$ cat src/rtl/rrts_pkg.sv
// Shared types and constants of the round robin thread scheduler.
`default_nettype none
package rrts_pkg;

  localparam int NUM_SLOTS  = 16;
  localparam int SLOT_W     = 4;
  localparam int NUM_QUEUES = 16;
  localparam int QUEUE_W    = 4;
  localparam int TICK_W     = 32;
  localparam int PRIO_W     = 7;
  localparam int HEAD_W     = SLOT_W + 1;

  localparam logic [PRIO_W-1:0] PRIO_NONE = 7'd100;
  localparam logic [HEAD_W-1:0] NO_SLOT   = 5'h10;

  localparam logic [1:0] TS_RUN      = 2'd0;
  localparam logic [1:0] TS_SLEEP    = 2'd1;
  localparam logic [1:0] TS_BLOCK    = 2'd2;
  localparam logic [1:0] TS_BLOCK_TO = 2'd3;

  localparam logic [1:0] STAT_OK      = 2'd0;
  localparam logic [1:0] STAT_NO_SLOT = 2'd1;
  localparam logic [1:0] STAT_IDLE    = 2'd2;
  localparam logic [1:0] STAT_NO_WAKE = 2'd3;

  typedef enum logic [3:0] {
    K_TICK       = 4'd0,
    K_CREATE     = 4'd1,
    K_REMOVE     = 4'd2,
    K_YIELD      = 4'd3,
    K_SLEEP      = 4'd4,
    K_BLOCK      = 4'd5,
    K_BLOCK_TO   = 4'd6,
    K_WAKEUP     = 4'd7,
    K_PRIO_YIELD = 4'd8,
    K_SET_PRIO   = 4'd9
  } kind_e;

  typedef enum logic [1:0] {
    RING_NONE,
    RING_ADD,
    RING_UNLINK
  } ring_op_e;

  typedef struct packed {
    ring_op_e            op;
    logic                use_head;
    logic [HEAD_W-1:0]   head;
    logic [SLOT_W-1:0]   slot;
  } ring_req_t;

  typedef struct packed {
    logic [HEAD_W-1:0]   head;
    logic [SLOT_W-1:0]   rd_next;
  } ring_rsp_t;

endpackage
`default_nettype wire

$ cat src/rtl/rrts_if.sv
// Channel interfaces of the round robin thread scheduler.
`default_nettype none
interface rrts_in_if;
  logic        valid;
  logic        ready;
  logic [3:0]  kind;
  logic [3:0]  thread_id;
  logic        use_current;
  logic [15:0] tick_count_arg;
  logic [6:0]  prio_value;
  logic [3:0]  wait_queue;
  modport source (output valid, kind, thread_id, use_current, tick_count_arg, prio_value,
                  wait_queue, input ready);
  modport sink (input valid, kind, thread_id, use_current, tick_count_arg, prio_value,
                wait_queue, output ready);
endinterface

interface rrts_out_if;
  logic       valid;
  logic       ready;
  logic [1:0] status;
  logic       running_valid;
  logic [3:0] running_thread;
  logic [3:0] created_slot;
  logic [6:0] prev_priority;
  modport source (output valid, status, running_valid, running_thread, created_slot,
                  prev_priority, input ready);
  modport sink (input valid, status, running_valid, running_thread, created_slot,
                prev_priority, output ready);
endinterface

interface rrts_cfg_if;
  logic valid;
  logic ready;
  logic data;
  modport source (output valid, data, input ready);
  modport sink (input valid, data, output ready);
endinterface
`default_nettype wire

$ cat src/rtl/rrts_ring.sv
// Link store of the thread rings with one add or unlink operation per cycle.
`default_nettype none
module rrts_ring (
  input  wire                     clk_i,
  input  rrts_pkg::ring_req_t     req_i,
  input  wire [3:0]               rd_slot_i,
  output rrts_pkg::ring_rsp_t     rsp_o
);
  import rrts_pkg::*;

  logic [SLOT_W-1:0] next_q [NUM_SLOTS];
  logic [SLOT_W-1:0] prev_q [NUM_SLOTS];
  logic [SLOT_W-1:0] h, p_add, n_ul, p_ul;
  logic              skip;

  always_comb begin
    h     = req_i.head[SLOT_W-1:0];
    p_add = prev_q[h];
    n_ul  = next_q[req_i.slot];
    p_ul  = prev_q[req_i.slot];
    skip  = req_i.use_head && (n_ul == req_i.slot);
    rsp_o.rd_next = next_q[rd_slot_i];
    rsp_o.head    = req_i.head;
    case (req_i.op)
      RING_ADD: begin
        if (req_i.head[SLOT_W]) begin
          rsp_o.head = {1'b0, req_i.slot};
        end
      end
      RING_UNLINK: begin
        if (skip) begin
          rsp_o.head = NO_SLOT;
        end else if (req_i.head == {1'b0, req_i.slot}) begin
          rsp_o.head = {1'b0, n_ul};
        end
      end
      default: ;
    endcase
  end

  always_ff @(posedge clk_i) begin
    case (req_i.op)
      RING_ADD: begin
        if (req_i.head[SLOT_W]) begin
          next_q[req_i.slot] <= req_i.slot;
          prev_q[req_i.slot] <= req_i.slot;
        end else begin
          next_q[req_i.slot] <= h;
          prev_q[req_i.slot] <= p_add;
          next_q[p_add]      <= req_i.slot;
          prev_q[h]          <= req_i.slot;
        end
      end
      RING_UNLINK: begin
        if (!skip) begin
          next_q[p_ul] <= n_ul;
          prev_q[n_ul] <= p_ul;
        end
      end
      default: ;
    endcase
  end
endmodule
`default_nettype wire

$ cat src/rtl/rrts_cmp.sv
// Shared tick subtractor used for wake expiry and for priority aging.
`default_nettype none
module rrts_cmp (
  input  wire [31:0] a_i,
  input  wire [31:0] b_i,
  output logic [31:0] diff_o,
  output logic        ge_o
);
  import rrts_pkg::*;

  logic borrow;

  assign {borrow, diff_o} = {1'b0, a_i} - {1'b0, b_i};
  assign ge_o = !borrow;
endmodule
`default_nettype wire

$ cat src/rtl/rrts_core.sv
// Sequencer and thread tables of the round robin thread scheduler.
`default_nettype none
module rrts_core (
  input  wire                  clk_i,
  input  wire                  rst_ni,
  input  wire                  prio_en_i,
  input  wire                  in_valid_i,
  output logic                 in_ready_o,
  input  wire [3:0]            kind_i,
  input  wire [3:0]            thread_id_i,
  input  wire                  use_current_i,
  input  wire [15:0]           tick_count_arg_i,
  input  wire [6:0]            prio_value_i,
  input  wire [3:0]            wait_queue_i,
  output logic                 out_valid_o,
  input  wire                  out_ready_i,
  output logic [1:0]           status_o,
  output logic                 running_valid_o,
  output logic [3:0]           running_thread_o,
  output logic [3:0]           created_slot_o,
  output logic [6:0]           prev_priority_o,
  output rrts_pkg::ring_req_t  ring_req_o,
  output logic [3:0]           ring_rd_slot_o,
  input  rrts_pkg::ring_rsp_t  ring_rsp_i,
  output logic [31:0]          now_tick_o,
  output logic [31:0]          cmp_b_o,
  input  wire [31:0]           cmp_diff_i,
  input  wire                  cmp_ge_i
);
  import rrts_pkg::*;

  localparam int SLP_LIMIT = 2 * NUM_SLOTS;
  localparam int K_W       = $clog2(SLP_LIMIT + 1);

  typedef enum logic [3:0] {
    S_IDLE, S_EXEC, S_REM2, S_WAKE2, S_SW1, S_SW2, S_POST, S_SEL0,
    S_SLP, S_SLPADD, S_SEL1, S_PLOOP, S_PNF, S_SELFIN, S_DONE
  } state_e;

  typedef enum logic [1:0] {HS_NONE, HS_RUN, HS_SLEEP, HS_QUEUE} head_sel_e;

  state_e state_q, state_d;

  logic [NUM_SLOTS-1:0] used_q, used_d, yield_q, yield_d;
  logic [1:0]           tstate_q [NUM_SLOTS];
  logic [1:0]           tstate_d [NUM_SLOTS];
  logic [HEAD_W-1:0]    qhead_q  [NUM_QUEUES];
  logic [HEAD_W-1:0]    qhead_d  [NUM_QUEUES];
  logic [TICK_W-1:0]    wake_q   [NUM_SLOTS];
  logic [TICK_W-1:0]    wake_d   [NUM_SLOTS];
  logic [TICK_W-1:0]    lrun_q   [NUM_SLOTS];
  logic [TICK_W-1:0]    lrun_d   [NUM_SLOTS];
  logic [PRIO_W-1:0]    prio_q   [NUM_SLOTS];
  logic [PRIO_W-1:0]    prio_d   [NUM_SLOTS];
  logic [HEAD_W-1:0]    run_head_q, run_head_d, sleep_head_q, sleep_head_d;
  logic [TICK_W-1:0]    now_q, now_d, lchk_q, lchk_d;
  logic [PRIO_W-1:0]    best_q, best_d;

  logic [3:0]           kind_q, kind_d, tid_q, tid_d, cur_q, cur_d, tgt_q, tgt_d;
  logic [QUEUE_W-1:0]   wq_q, wq_d;
  logic                 usecur_q, usecur_d, was_idle_q, was_idle_d;
  logic                 switched_q, switched_d;
  logic [15:0]          targ_q, targ_d;
  logic [PRIO_W-1:0]    pv_q, pv_d, oldp_q, oldp_d;
  logic [1:0]           status_q, status_d;
  logic [SLOT_W-1:0]    created_q, created_d, scur_q, scur_d, snext_q, snext_d;
  logic [K_W-1:0]       k_q, k_d;
  logic [SLOT_W-1:0]    i_q, i_d;

  logic                 out_valid_q, out_valid_d, o_rv_q, o_rv_d;
  logic [1:0]           o_status_q, o_status_d;
  logic [3:0]           o_rt_q, o_rt_d, o_cs_q, o_cs_d;
  logic [6:0]           o_op_q, o_op_d;

  head_sel_e            hsel;
  logic [QUEUE_W-1:0]   hq;
  logic [SLOT_W-1:0]    c, free_slot, tgt, qslot;
  logic                 free_found, tgt_ok, qfound;
  logic [PRIO_W-1:0]    p, bn;
  logic [1:0]           st;

  assign in_ready_o       = (state_q == S_IDLE);
  assign out_valid_o      = out_valid_q;
  assign status_o         = o_status_q;
  assign running_valid_o  = o_rv_q;
  assign running_thread_o = o_rt_q;
  assign created_slot_o   = o_cs_q;
  assign prev_priority_o  = o_op_q;
  assign now_tick_o       = now_q;

  always_comb begin
    state_d = state_q;
    used_d = used_q; yield_d = yield_q; tstate_d = tstate_q; qhead_d = qhead_q;
    wake_d = wake_q; lrun_d = lrun_q; prio_d = prio_q;
    run_head_d = run_head_q; sleep_head_d = sleep_head_q;
    now_d = now_q; lchk_d = lchk_q; best_d = best_q;
    kind_d = kind_q; tid_d = tid_q; cur_d = cur_q; tgt_d = tgt_q; wq_d = wq_q;
    usecur_d = usecur_q; was_idle_d = was_idle_q; switched_d = switched_q;
    targ_d = targ_q; pv_d = pv_q; oldp_d = oldp_q; status_d = status_q;
    created_d = created_q; scur_d = scur_q; snext_d = snext_q; k_d = k_q; i_d = i_q;
    out_valid_d = out_valid_q && !out_ready_i;
    o_status_d = o_status_q; o_rv_d = o_rv_q; o_rt_d = o_rt_q;
    o_cs_d = o_cs_q; o_op_d = o_op_q;
    ring_req_o = '{op: RING_NONE, use_head: 1'b1, head: NO_SLOT, slot: '0};
    ring_rd_slot_o = '0;
    hsel = HS_NONE;
    hq = wq_q;
    c = run_head_q[SLOT_W] ? '0 : run_head_q[SLOT_W-1:0];
    cmp_b_o = (state_q == S_SLP) ? wake_q[scur_q] : lrun_q[c];
    p = prio_q[c];
    bn = (p < best_q) ? p : best_q;
    st = tstate_q[c];
    free_slot = '0;
    free_found = 1'b0;
    for (int s = NUM_SLOTS - 1; s >= 0; s--) begin
      if (!used_q[s]) begin
        free_slot = SLOT_W'(s);
        free_found = 1'b1;
      end
    end
    tgt = usecur_q ? cur_q : tid_q;
    tgt_ok = (!usecur_q || !was_idle_q) && used_q[tgt];
    qslot = '0;
    qfound = 1'b0;
    for (int q = NUM_QUEUES - 1; q >= 0; q--) begin
      if (qhead_q[q] == {1'b0, tgt} && tstate_q[tgt] == TS_BLOCK) begin
        qslot = QUEUE_W'(q);
        qfound = 1'b1;
      end
    end

    case (state_q)
      S_IDLE: begin
        if (in_valid_i) begin
          kind_d = kind_i; tid_d = thread_id_i; usecur_d = use_current_i;
          targ_d = tick_count_arg_i; pv_d = prio_value_i; wq_d = wait_queue_i;
          was_idle_d = run_head_q[SLOT_W];
          cur_d = c;
          switched_d = 1'b0; status_d = STAT_OK; created_d = '0; oldp_d = '0;
          state_d = S_EXEC;
        end
      end
      S_EXEC: begin
        state_d = S_POST;
        case (kind_q)
          K_TICK: now_d = now_q + TICK_W'(1);
          K_CREATE: begin
            if (!free_found) begin
              status_d = STAT_NO_SLOT;
            end else begin
              used_d[free_slot] = 1'b1;
              tstate_d[free_slot] = TS_RUN;
              yield_d[free_slot] = 1'b0;
              prio_d[free_slot] = pv_q;
              lrun_d[free_slot] = '0;
              best_d = PRIO_NONE;
              ring_req_o = '{op: RING_ADD, use_head: 1'b1, head: run_head_q,
                             slot: free_slot};
              hsel = HS_RUN;
              created_d = free_slot;
            end
          end
          K_SET_PRIO: begin
            if (tgt_ok) begin
              oldp_d = prio_q[tgt];
              prio_d[tgt] = pv_q;
              best_d = PRIO_NONE;
            end
          end
          K_REMOVE: begin
            if (tgt_ok) begin
              tgt_d = tgt;
              used_d[tgt] = 1'b0;
              best_d = PRIO_NONE;
              switched_d = (run_head_q == {1'b0, tgt});
              ring_req_o.op = RING_UNLINK;
              ring_req_o.slot = tgt;
              if (run_head_q == {1'b0, tgt}) begin
                ring_req_o.head = run_head_q;
                hsel = HS_RUN;
              end else if (sleep_head_q == {1'b0, tgt}) begin
                ring_req_o.head = sleep_head_q;
                hsel = HS_SLEEP;
              end else if (qfound) begin
                ring_req_o.head = qhead_q[qslot];
                hsel = HS_QUEUE;
                hq = qslot;
              end else begin
                ring_req_o.use_head = 1'b0;
              end
              state_d = S_REM2;
            end
          end
          K_YIELD: begin
            if (!was_idle_q) begin
              switched_d = 1'b1;
              state_d = S_SW1;
            end
          end
          K_SLEEP: begin
            if (!was_idle_q) begin
              tstate_d[cur_q] = TS_SLEEP;
              wake_d[cur_q] = now_q + TICK_W'(targ_q) + TICK_W'(1);
              switched_d = 1'b1;
              state_d = S_SW1;
            end
          end
          K_BLOCK: begin
            if (!was_idle_q && !(!qhead_q[wq_q][SLOT_W] &&
                tstate_q[qhead_q[wq_q][SLOT_W-1:0]] != TS_BLOCK)) begin
              tstate_d[cur_q] = TS_BLOCK;
              switched_d = 1'b1;
              state_d = S_SW1;
            end
          end
          K_BLOCK_TO: begin
            if (!was_idle_q && qhead_q[wq_q][SLOT_W]) begin
              tstate_d[cur_q] = TS_BLOCK_TO;
              wake_d[cur_q] = now_q + TICK_W'(targ_q);
              qhead_d[wq_q] = {1'b0, cur_q};
              switched_d = 1'b1;
              state_d = S_SW1;
            end
          end
          K_WAKEUP: begin
            tgt_d = qhead_q[wq_q][SLOT_W-1:0];
            if (qhead_q[wq_q][SLOT_W]) begin
              status_d = STAT_NO_WAKE;
            end else if (tstate_q[qhead_q[wq_q][SLOT_W-1:0]] == TS_BLOCK) begin
              ring_req_o = '{op: RING_UNLINK, use_head: 1'b1, head: qhead_q[wq_q],
                             slot: qhead_q[wq_q][SLOT_W-1:0]};
              hsel = HS_QUEUE;
              state_d = S_WAKE2;
            end else if (tstate_q[qhead_q[wq_q][SLOT_W-1:0]] == TS_BLOCK_TO) begin
              tstate_d[qhead_q[wq_q][SLOT_W-1:0]] = TS_RUN;
              wake_d[qhead_q[wq_q][SLOT_W-1:0]] = '0;
            end else begin
              status_d = STAT_NO_WAKE;
            end
          end
          K_PRIO_YIELD: begin
            if (!was_idle_q) begin
              yield_d[cur_q] = 1'b1;
              switched_d = 1'b1;
              state_d = S_SW1;
            end
          end
          default: ;
        endcase
      end
      S_REM2: begin
        for (int q = 0; q < NUM_QUEUES; q++) begin
          if (qhead_q[q] == {1'b0, tgt_q}) begin
            qhead_d[q] = NO_SLOT;
          end
        end
        tstate_d[tgt_q] = TS_RUN;
        yield_d[tgt_q] = 1'b0;
        state_d = switched_q ? S_SEL0 : S_POST;
      end
      S_WAKE2: begin
        ring_req_o = '{op: RING_ADD, use_head: 1'b1, head: run_head_q, slot: tgt_q};
        hsel = HS_RUN;
        tstate_d[tgt_q] = TS_RUN;
        state_d = S_POST;
      end
      S_SW1: begin
        tgt_d = c;
        if (st != TS_RUN) begin
          ring_req_o = '{op: RING_UNLINK, use_head: 1'b1, head: run_head_q, slot: c};
          hsel = HS_RUN;
          state_d = S_SW2;
        end else begin
          ring_rd_slot_o = c;
          run_head_d = {1'b0, ring_rsp_i.rd_next};
          state_d = S_SEL0;
        end
      end
      S_SW2: begin
        ring_req_o.op = RING_ADD;
        ring_req_o.slot = tgt_q;
        if (tstate_q[tgt_q] == TS_BLOCK && kind_q == K_BLOCK) begin
          ring_req_o.head = qhead_q[wq_q];
          hsel = HS_QUEUE;
        end else begin
          ring_req_o.head = sleep_head_q;
          hsel = HS_SLEEP;
        end
        if (prio_q[tgt_q] == best_q) begin
          best_d = PRIO_NONE;
        end
        state_d = S_SEL0;
      end
      S_POST: begin
        state_d = (was_idle_q && !switched_q && kind_q <= K_SET_PRIO) ? S_SEL0 : S_DONE;
      end
      S_SEL0: begin
        state_d = S_SEL1;
        if (lchk_q != now_q) begin
          lchk_d = now_q;
          if (!sleep_head_q[SLOT_W]) begin
            scur_d = sleep_head_q[SLOT_W-1:0];
            k_d = '0;
            state_d = S_SLP;
          end
        end
      end
      S_SLP: begin
        ring_rd_slot_o = scur_q;
        if (k_q >= K_W'(SLP_LIMIT) || sleep_head_q[SLOT_W]) begin
          state_d = S_SEL1;
        end else if (cmp_ge_i) begin
          snext_d = ring_rsp_i.rd_next;
          ring_req_o = '{op: RING_UNLINK, use_head: 1'b1, head: sleep_head_q, slot: scur_q};
          hsel = HS_SLEEP;
          state_d = S_SLPADD;
        end else begin
          scur_d = ring_rsp_i.rd_next;
          k_d = k_q + K_W'(1);
          if ({1'b0, ring_rsp_i.rd_next} == sleep_head_q) begin
            state_d = S_SEL1;
          end
        end
      end
      S_SLPADD: begin
        ring_req_o = '{op: RING_ADD, use_head: 1'b1, head: run_head_q, slot: scur_q};
        hsel = HS_RUN;
        tstate_d[scur_q] = TS_RUN;
        wake_d[scur_q] = '0;
        if (sleep_head_q[SLOT_W]) begin
          state_d = S_SEL1;
        end else begin
          scur_d = snext_q;
          k_d = k_q + K_W'(1);
          state_d = S_SLP;
        end
      end
      S_SEL1: begin
        if (run_head_q[SLOT_W]) begin
          state_d = S_DONE;
        end else if (!prio_en_i) begin
          state_d = S_SELFIN;
        end else begin
          i_d = '0;
          state_d = S_PLOOP;
        end
      end
      S_PLOOP: begin
        best_d = bn;
        if (p == bn || cmp_diff_i > TICK_W'({p, 3'b000}) || yield_q[c]) begin
          state_d = S_SELFIN;
        end else begin
          ring_rd_slot_o = c;
          run_head_d = {1'b0, ring_rsp_i.rd_next};
          i_d = i_q + SLOT_W'(1);
          if (i_q == SLOT_W'(NUM_SLOTS - 1)) begin
            state_d = S_PNF;
          end
        end
      end
      S_PNF: begin
        best_d = p;
        state_d = S_SELFIN;
      end
      S_SELFIN: begin
        lrun_d[c] = now_q;
        yield_d[c] = 1'b0;
        for (int q = 0; q < NUM_QUEUES; q++) begin
          if (qhead_q[q] == {1'b0, c}) begin
            qhead_d[q] = NO_SLOT;
          end
        end
        state_d = S_DONE;
      end
      S_DONE: begin
        if (!out_valid_q || out_ready_i) begin
          out_valid_d = 1'b1;
          o_status_d = (status_q == STAT_OK && run_head_q[SLOT_W]) ? STAT_IDLE : status_q;
          o_rv_d = !run_head_q[SLOT_W];
          o_rt_d = run_head_q[SLOT_W] ? '0 : run_head_q[SLOT_W-1:0];
          o_cs_d = created_q;
          o_op_d = oldp_q;
          state_d = S_IDLE;
        end
      end
      default: state_d = S_IDLE;
    endcase

    if (ring_req_o.op != RING_NONE) begin
      case (hsel)
        HS_RUN:   run_head_d = ring_rsp_i.head;
        HS_SLEEP: sleep_head_d = ring_rsp_i.head;
        HS_QUEUE: qhead_d[hq] = ring_rsp_i.head;
        default: ;
      endcase
    end
  end

  always_ff @(posedge clk_i or negedge rst_ni) begin
    if (!rst_ni) begin
      state_q <= S_IDLE;
      used_q <= '0;
      yield_q <= '0;
      for (int s = 0; s < NUM_SLOTS; s++) begin
        tstate_q[s] <= TS_RUN;
      end
      for (int q = 0; q < NUM_QUEUES; q++) begin
        qhead_q[q] <= NO_SLOT;
      end
      run_head_q <= NO_SLOT;
      sleep_head_q <= NO_SLOT;
      now_q <= '0;
      lchk_q <= '0;
      best_q <= PRIO_NONE;
      out_valid_q <= 1'b0;
      o_status_q <= STAT_OK;
      o_rv_q <= 1'b0;
      o_rt_q <= '0;
      o_cs_q <= '0;
      o_op_q <= '0;
    end else begin
      state_q <= state_d;
      used_q <= used_d;
      yield_q <= yield_d;
      tstate_q <= tstate_d;
      qhead_q <= qhead_d;
      run_head_q <= run_head_d;
      sleep_head_q <= sleep_head_d;
      now_q <= now_d;
      lchk_q <= lchk_d;
      best_q <= best_d;
      out_valid_q <= out_valid_d;
      o_status_q <= o_status_d;
      o_rv_q <= o_rv_d;
      o_rt_q <= o_rt_d;
      o_cs_q <= o_cs_d;
      o_op_q <= o_op_d;
    end
  end

  always_ff @(posedge clk_i) begin
    wake_q <= wake_d;
    lrun_q <= lrun_d;
    prio_q <= prio_d;
    kind_q <= kind_d;
    tid_q <= tid_d;
    cur_q <= cur_d;
    tgt_q <= tgt_d;
    wq_q <= wq_d;
    usecur_q <= usecur_d;
    was_idle_q <= was_idle_d;
    switched_q <= switched_d;
    targ_q <= targ_d;
    pv_q <= pv_d;
    oldp_q <= oldp_d;
    status_q <= status_d;
    created_q <= created_d;
    scur_q <= scur_d;
    snext_q <= snext_d;
    k_q <= k_d;
    i_q <= i_d;
  end

`ifndef SYNTHESIS
  a_accept_starts: assert property (@(posedge clk_i) disable iff (!rst_ni)
    (in_valid_i && in_ready_o) |=> (state_q == S_EXEC))
    else $error("accepted item did not start execution");
  a_result_from_done: assert property (@(posedge clk_i) disable iff (!rst_ni)
    $rose(out_valid_q) |-> $past(state_q == S_DONE))
    else $error("result appeared outside the done state");
  a_sleep_walk_bound: assert property (@(posedge clk_i) disable iff (!rst_ni)
    (state_q == S_SLP) |-> (k_q <= K_W'(SLP_LIMIT)))
    else $error("sleeper walk ran past its bound");
`endif
endmodule
`default_nettype wire

$ cat src/rtl/round_robin_thread_scheduler.sv
// Top level of the round robin thread scheduler with priority aging.
`default_nettype none
// An item that switches threads may walk the sleeping ring, when the tick has moved since
// the last walk, where each expired sleeper is unlinked from it and then added to the
// running ring, and then, with priority aging enabled, the running ring in priority order.
// The sequencer does one ring link operation and one tick compare per cycle.
// The block takes no new item until the result of the current one is in its output
// register; a waiting result does not hold off taking the next item, only its result.
module round_robin_thread_scheduler (
  input  wire         clk_i,
  input  wire         rst_ni,
  rrts_in_if.sink     in_i,
  rrts_out_if.source  out_o,
  rrts_cfg_if.sink    cfg_i
);
  import rrts_pkg::*;

  logic        prio_en_q;
  ring_req_t   ring_req;
  ring_rsp_t   ring_rsp;
  logic [3:0]  ring_rd_slot;
  logic [31:0] cmp_b, cmp_diff, now_tick;
  logic        cmp_ge;

  assign cfg_i.ready = 1'b1;

  always_ff @(posedge clk_i or negedge rst_ni) begin
    if (!rst_ni) begin
      prio_en_q <= 1'b1;
    end else if (cfg_i.valid) begin
      prio_en_q <= cfg_i.data;
    end
  end

  rrts_core u_core (
    .clk_i            (clk_i),
    .rst_ni           (rst_ni),
    .prio_en_i        (prio_en_q),
    .in_valid_i       (in_i.valid),
    .in_ready_o       (in_i.ready),
    .kind_i           (in_i.kind),
    .thread_id_i      (in_i.thread_id),
    .use_current_i    (in_i.use_current),
    .tick_count_arg_i (in_i.tick_count_arg),
    .prio_value_i     (in_i.prio_value),
    .wait_queue_i     (in_i.wait_queue),
    .out_valid_o      (out_o.valid),
    .out_ready_i      (out_o.ready),
    .status_o         (out_o.status),
    .running_valid_o  (out_o.running_valid),
    .running_thread_o (out_o.running_thread),
    .created_slot_o   (out_o.created_slot),
    .prev_priority_o  (out_o.prev_priority),
    .ring_req_o       (ring_req),
    .ring_rd_slot_o   (ring_rd_slot),
    .ring_rsp_i       (ring_rsp),
    .now_tick_o       (now_tick),
    .cmp_b_o          (cmp_b),
    .cmp_diff_i       (cmp_diff),
    .cmp_ge_i         (cmp_ge)
  );

  rrts_ring u_ring (
    .clk_i     (clk_i),
    .req_i     (ring_req),
    .rd_slot_i (ring_rd_slot),
    .rsp_o     (ring_rsp)
  );

  rrts_cmp u_cmp (
    .a_i    (now_tick),
    .b_i    (cmp_b),
    .diff_o (cmp_diff),
    .ge_o   (cmp_ge)
  );
endmodule
`default_nettype wire
$ cat src/flat_wrapper.sv
// flat-port wrapper written by rule: the top's interface ports become plain ports
module round_robin_thread_scheduler_flat import rrts_pkg::*;
  (clk_i, rst_ni, in_i_valid, in_i_kind, in_i_thread_id, in_i_use_current, in_i_tick_count_arg, in_i_prio_value, in_i_wait_queue, in_i_ready, out_o_valid, out_o_status, out_o_running_valid, out_o_running_thread, out_o_created_slot, out_o_prev_priority, out_o_ready, cfg_i_valid, cfg_i_data, cfg_i_ready);
  rrts_in_if in_i_i ();
  rrts_out_if out_o_i ();
  rrts_cfg_if cfg_i_i ();
  input  wire clk_i;
  input  wire rst_ni;
  input wire logic [$bits(in_i_i.valid)-1:0] in_i_valid;
  input wire logic [$bits(in_i_i.kind)-1:0] in_i_kind;
  input wire logic [$bits(in_i_i.thread_id)-1:0] in_i_thread_id;
  input wire logic [$bits(in_i_i.use_current)-1:0] in_i_use_current;
  input wire logic [$bits(in_i_i.tick_count_arg)-1:0] in_i_tick_count_arg;
  input wire logic [$bits(in_i_i.prio_value)-1:0] in_i_prio_value;
  input wire logic [$bits(in_i_i.wait_queue)-1:0] in_i_wait_queue;
  output wire logic [$bits(in_i_i.ready)-1:0] in_i_ready;
  output wire logic [$bits(out_o_i.valid)-1:0] out_o_valid;
  output wire logic [$bits(out_o_i.status)-1:0] out_o_status;
  output wire logic [$bits(out_o_i.running_valid)-1:0] out_o_running_valid;
  output wire logic [$bits(out_o_i.running_thread)-1:0] out_o_running_thread;
  output wire logic [$bits(out_o_i.created_slot)-1:0] out_o_created_slot;
  output wire logic [$bits(out_o_i.prev_priority)-1:0] out_o_prev_priority;
  input wire logic [$bits(out_o_i.ready)-1:0] out_o_ready;
  input wire logic [$bits(cfg_i_i.valid)-1:0] cfg_i_valid;
  input wire logic [$bits(cfg_i_i.data)-1:0] cfg_i_data;
  output wire logic [$bits(cfg_i_i.ready)-1:0] cfg_i_ready;
  assign in_i_i.valid = in_i_valid;
  assign in_i_i.kind = in_i_kind;
  assign in_i_i.thread_id = in_i_thread_id;
  assign in_i_i.use_current = in_i_use_current;
  assign in_i_i.tick_count_arg = in_i_tick_count_arg;
  assign in_i_i.prio_value = in_i_prio_value;
  assign in_i_i.wait_queue = in_i_wait_queue;
  assign in_i_ready = in_i_i.ready;
  assign out_o_valid = out_o_i.valid;
  assign out_o_status = out_o_i.status;
  assign out_o_running_valid = out_o_i.running_valid;
  assign out_o_running_thread = out_o_i.running_thread;
  assign out_o_created_slot = out_o_i.created_slot;
  assign out_o_prev_priority = out_o_i.prev_priority;
  assign out_o_i.ready = out_o_ready;
  assign cfg_i_i.valid = cfg_i_valid;
  assign cfg_i_i.data = cfg_i_data;
  assign cfg_i_ready = cfg_i_i.ready;
  round_robin_thread_scheduler u_core (.clk_i(clk_i), .rst_ni(rst_ni), .in_i(in_i_i), .out_o(out_o_i), .cfg_i(cfg_i_i));
endmodule
$ cat config.mk
export PLATFORM = sky130hd
export DESIGN_NAME = round_robin_thread_scheduler_flat
export DESIGN_NICKNAME = d
export VERILOG_FILES = /design/src/rtl/rrts_pkg.sv /design/src/rtl/rrts_if.sv /design/src/rtl/rrts_ring.sv /design/src/rtl/rrts_cmp.sv /design/src/rtl/rrts_core.sv /design/src/rtl/round_robin_thread_scheduler.sv /design/src/flat_wrapper.sv
export SDC_FILE = /design/constraint.sdc
export NUM_CORES = 2
export LEC_CHECK = 0
export BUFFER_PORTS_ARGS = -buffer_cell sky130_fd_sc_hd__buf_2
export CORE_MARGIN = 5
export CORE_UTILIZATION = 42
export CTS_BUF_LIST = sky130_fd_sc_hd__clkbuf_8
export DETAILED_ROUTE_END_ITERATION = 8
export HOLD_SLACK_MARGIN = 0.1
export PLACE_DENSITY = 0.57
export SLEW_MARGIN = 20
export SYNTH_ARGS = -nofsm -noshare
export SYNTH_HDL_FRONTEND = slang
export SYNTH_SLANG_ARGS = --single-unit
$ cat constraint.sdc
create_clock -name clk_i -period 11.5 [get_ports clk_i]
set_clock_uncertainty 0.05 [all_clocks]
set_input_delay 1.15 -clock clk_i [delete_from_list [all_inputs] [get_ports clk_i]]
set_output_delay 1.15 -clock clk_i [all_outputs]
set_load 0.005 [all_outputs]
==> results.ini <==
[run_status]
outcome=finished, violations left
violations=design-rule violations

[global_route]
grt_max_degree=134
grt_use_total=0.345
antenna_found_initial=37
grt_pass1_wl_mm=623
grt_overflow_total=0
grt_pass1_vias=84700

[cts]
clk_path_buf_depth=4
htreeDepth=5
clk_pin_slew_ps=70
cts_tree=done
cts_buffers=312
cts_setup_buffers=0
clock_sinks=1590
clk-insertion-delay-late_ps=1100
clockRootBuffer=clkbuf_8

[synth]
seq_area_frac_synth=0.473
synth_cell_types=116
synthArstFlopShare=0.157
synth_ff_type=edfxtp_1
synth_top_area_frac=0.409
syn-num-nets=9528
synth.largest_area_cell=edfxtp_1
synth-seq-cells=1590
synth.avg_cell_area_um2=10.5
synth_edf_count=1341
ys.warnings.count=0
syn_inst=9415
syn_area_um2=98400
synth.area.top_cells=edfxtp_1 (41%), a22o_1 (6.3%), dfrtp_1 (5.8%)

[power]
clockPowerShare=0.230
peakVddDrop_mv=0.142
powerDensity_nw_per_um2=220
internal-power_mw=13.4
p_comb_frac=0.457
swShare=0.443
p_leak_nw=38.4
p_seq_frac=0.312
p_switching_mw=10.6

[final_layout]
final_common_cell=edfxtp_1
final_cell_mix=edfxtp_1 (1,341), nand2_1 (1,003), a22o_1 (710)
drive_gt1_frac=0.150
synthToLayoutAreaGrowth_pct=10.8
seqCellArea_um2=46500
n_fill_cell=21400
nets=9373
final_cell_area_um2=109000
multi_input_area_um2=48800

[die]
start_util=0.422
core_region_area_um2=233000
die-area_um2=244000
die_w_um=494
rows=177
pin_count=63
die_y_um=494

[placed_design]
dp_hpwl_mm=291
gp_congestion=0.976
port_buffers=61
place_area_um2=103000

[detailed_routing]
wire_per_inst_um=35.0
wl_met3_mm=57.9
topRoutingLayerUsed=met5
drtPass1Iterations=9
drcViolationCount=27
final_antenna_net_count=0
dr.first_iter.drc_count=14500
m1WireLength_mm=170
num_vias=89900
wl_mm=442
viasPerCell=7.13
routed-wl-met2_mm=188

[setup_path]
slowest_delay_ps=910
critPathCaptureType=register
path_max_fanout=21
path_common_cell=or4_1
cp-start-kind=register
critPathKind=register to register
crit_arrival_ps=11810
path_buf_inv=2
critPathTopFamily=simple AND/OR/NAND/NOR gates
worstPathRequired_ps=12380
cp_slowest_cell=dfstp_2

[timing]
slew_headroom=0.166
slew_violations=0
period_needed_ps=10930
setup_viol=0
fin_tns_setup_ps=0
worstMarginPinSlew_ps=1250
finalHoldViolCount=0
fin_crit_sh=0.950
rsz0062_at_grt=false
max_freq_mhz=91.5

[flow_run]
cap_violations=0

[min_path]
min_path_type=input port to register

-- cell type report --
type	instances	share of cell area
Tap cell	3132	0.0359
Inverter	125	0.00434
Sequential cell	1590	0.427
Timing Repair Buffer	478	0.0332
Clock buffer	335	0.0423
Clock inverter	194	0.00955
Multi-Input combinational cell	6753	0.448
Antenna cell	9	0.000207
-- state kept, by name (all words and copies together) (netlist names), 16 cells and up --
name	flops
u_core.u_core.qhead_q	80
u_core.u_core.lchk_q	32
u_core.u_core.targ_q	16
u_core.u_core.tstate_q	32
u_core.u_core.yield_q	16
u_core.u_core.lrun_q	512
u_core.u_core.wake_q	512
u_core.u_core.prio_q	112
u_core.u_core.used_q	16
u_core.u_ring.prev_q	64
u_core.u_ring.next_q	64
u_core.u_core.now_tick_o	32
-- cell usage after synthesis (127+ instances only) --
cell type     n
nand2_1    1013
o22ai_1     214
mux4_2      224
o21ai_0     585
edfxtp_1   1341
nor2_1      556
xnor2_1     271
a222oi_1    133
a22oi_1     187
mux2i_1     268
nor2b_1     141
a21oi_1     579
clkbuf_1    763
o221ai_1    167
nor3_1      127
a22o_1      710
dfrtp_1     227
a221oi_1    152
nand3_1     182
-- stage by stage --
| stage | util | total power, mW | hold WS (ps) | setup slack, ps | instances |
|---|---|---|---|---|---|
| after global placement | 0.443 | 18.0 | 371 | 662 | 12100 |
| after CTS | 0.467 | 23.6 | 102 | 393 | 12600 |
| final | 0.468 | 24.0 | 189 | 571 | 12600 |
| after global routing | 0.468 | 24.7 | 143 | 41.7 | 12600 |
| after floorplan | - | 13.9 | 365 | 2000 | 9415 |
| after detailed placement | 0.443 | 18.1 | 376 | 494 | 12100 |
-- cell families after synthesis --
family,share of synthesized area
fa+ha+maj,0.00918
simple gates,0.116
compound gates,0.238
other cells,0.0000381
xor+xnor,0.0315
flops,0.473
buf+inv,0.0434
mux,0.0898
-- final timing paths --
path,startpoint,to,slack [ps],cells past startpoint
min in group asynchronous,rst_ni,u_core.u_core.qhead_q[51],680,2
setup reg to reg,u_core.u_core.run_head_q[4],u_core.u_core.state_q[1],570,33
hold reg to reg,u_core.u_core.oldp_q[5],u_core.u_core.prev_priority_o[5],390,2
hold / removal,in_i_wait_queue[3],u_core.u_core.wq_q[3],190,1
setup / recovery,u_core.u_core.run_head_q[4],u_core.u_core.state_q[1],570,33
max in group asynchronous,rst_ni,u_core.u_core.now_tick_o[15],8580,4
-- per-layer routing --
metal / track usage / vias up
li1: - / 36500
met1: 0.468 / 44500
met2: 0.503 / 7430
met3: 0.102 / 1450
met4: 0.173 / 34
met5: 0 / -
-- repair_timing --
action	in CTS	in global routing
gates resized for setup	0	7
endpoints found under the setup margin	0	8
hold endpoints to repair	67	0
hold buffers	2	0
-- power by group through the flow --
stage	Combinational [mW]	Clock (mW)	Sequential, mW
finish	11.0	5.53	7.50
CTS	10.6	5.58	7.47
global placement	10.5	0	7.57
global route	11.4	5.83	7.51
detailed placement	10.6	0	7.58
floorplan	6.59	0	7.28
Power figures use the tool's default switching activity.
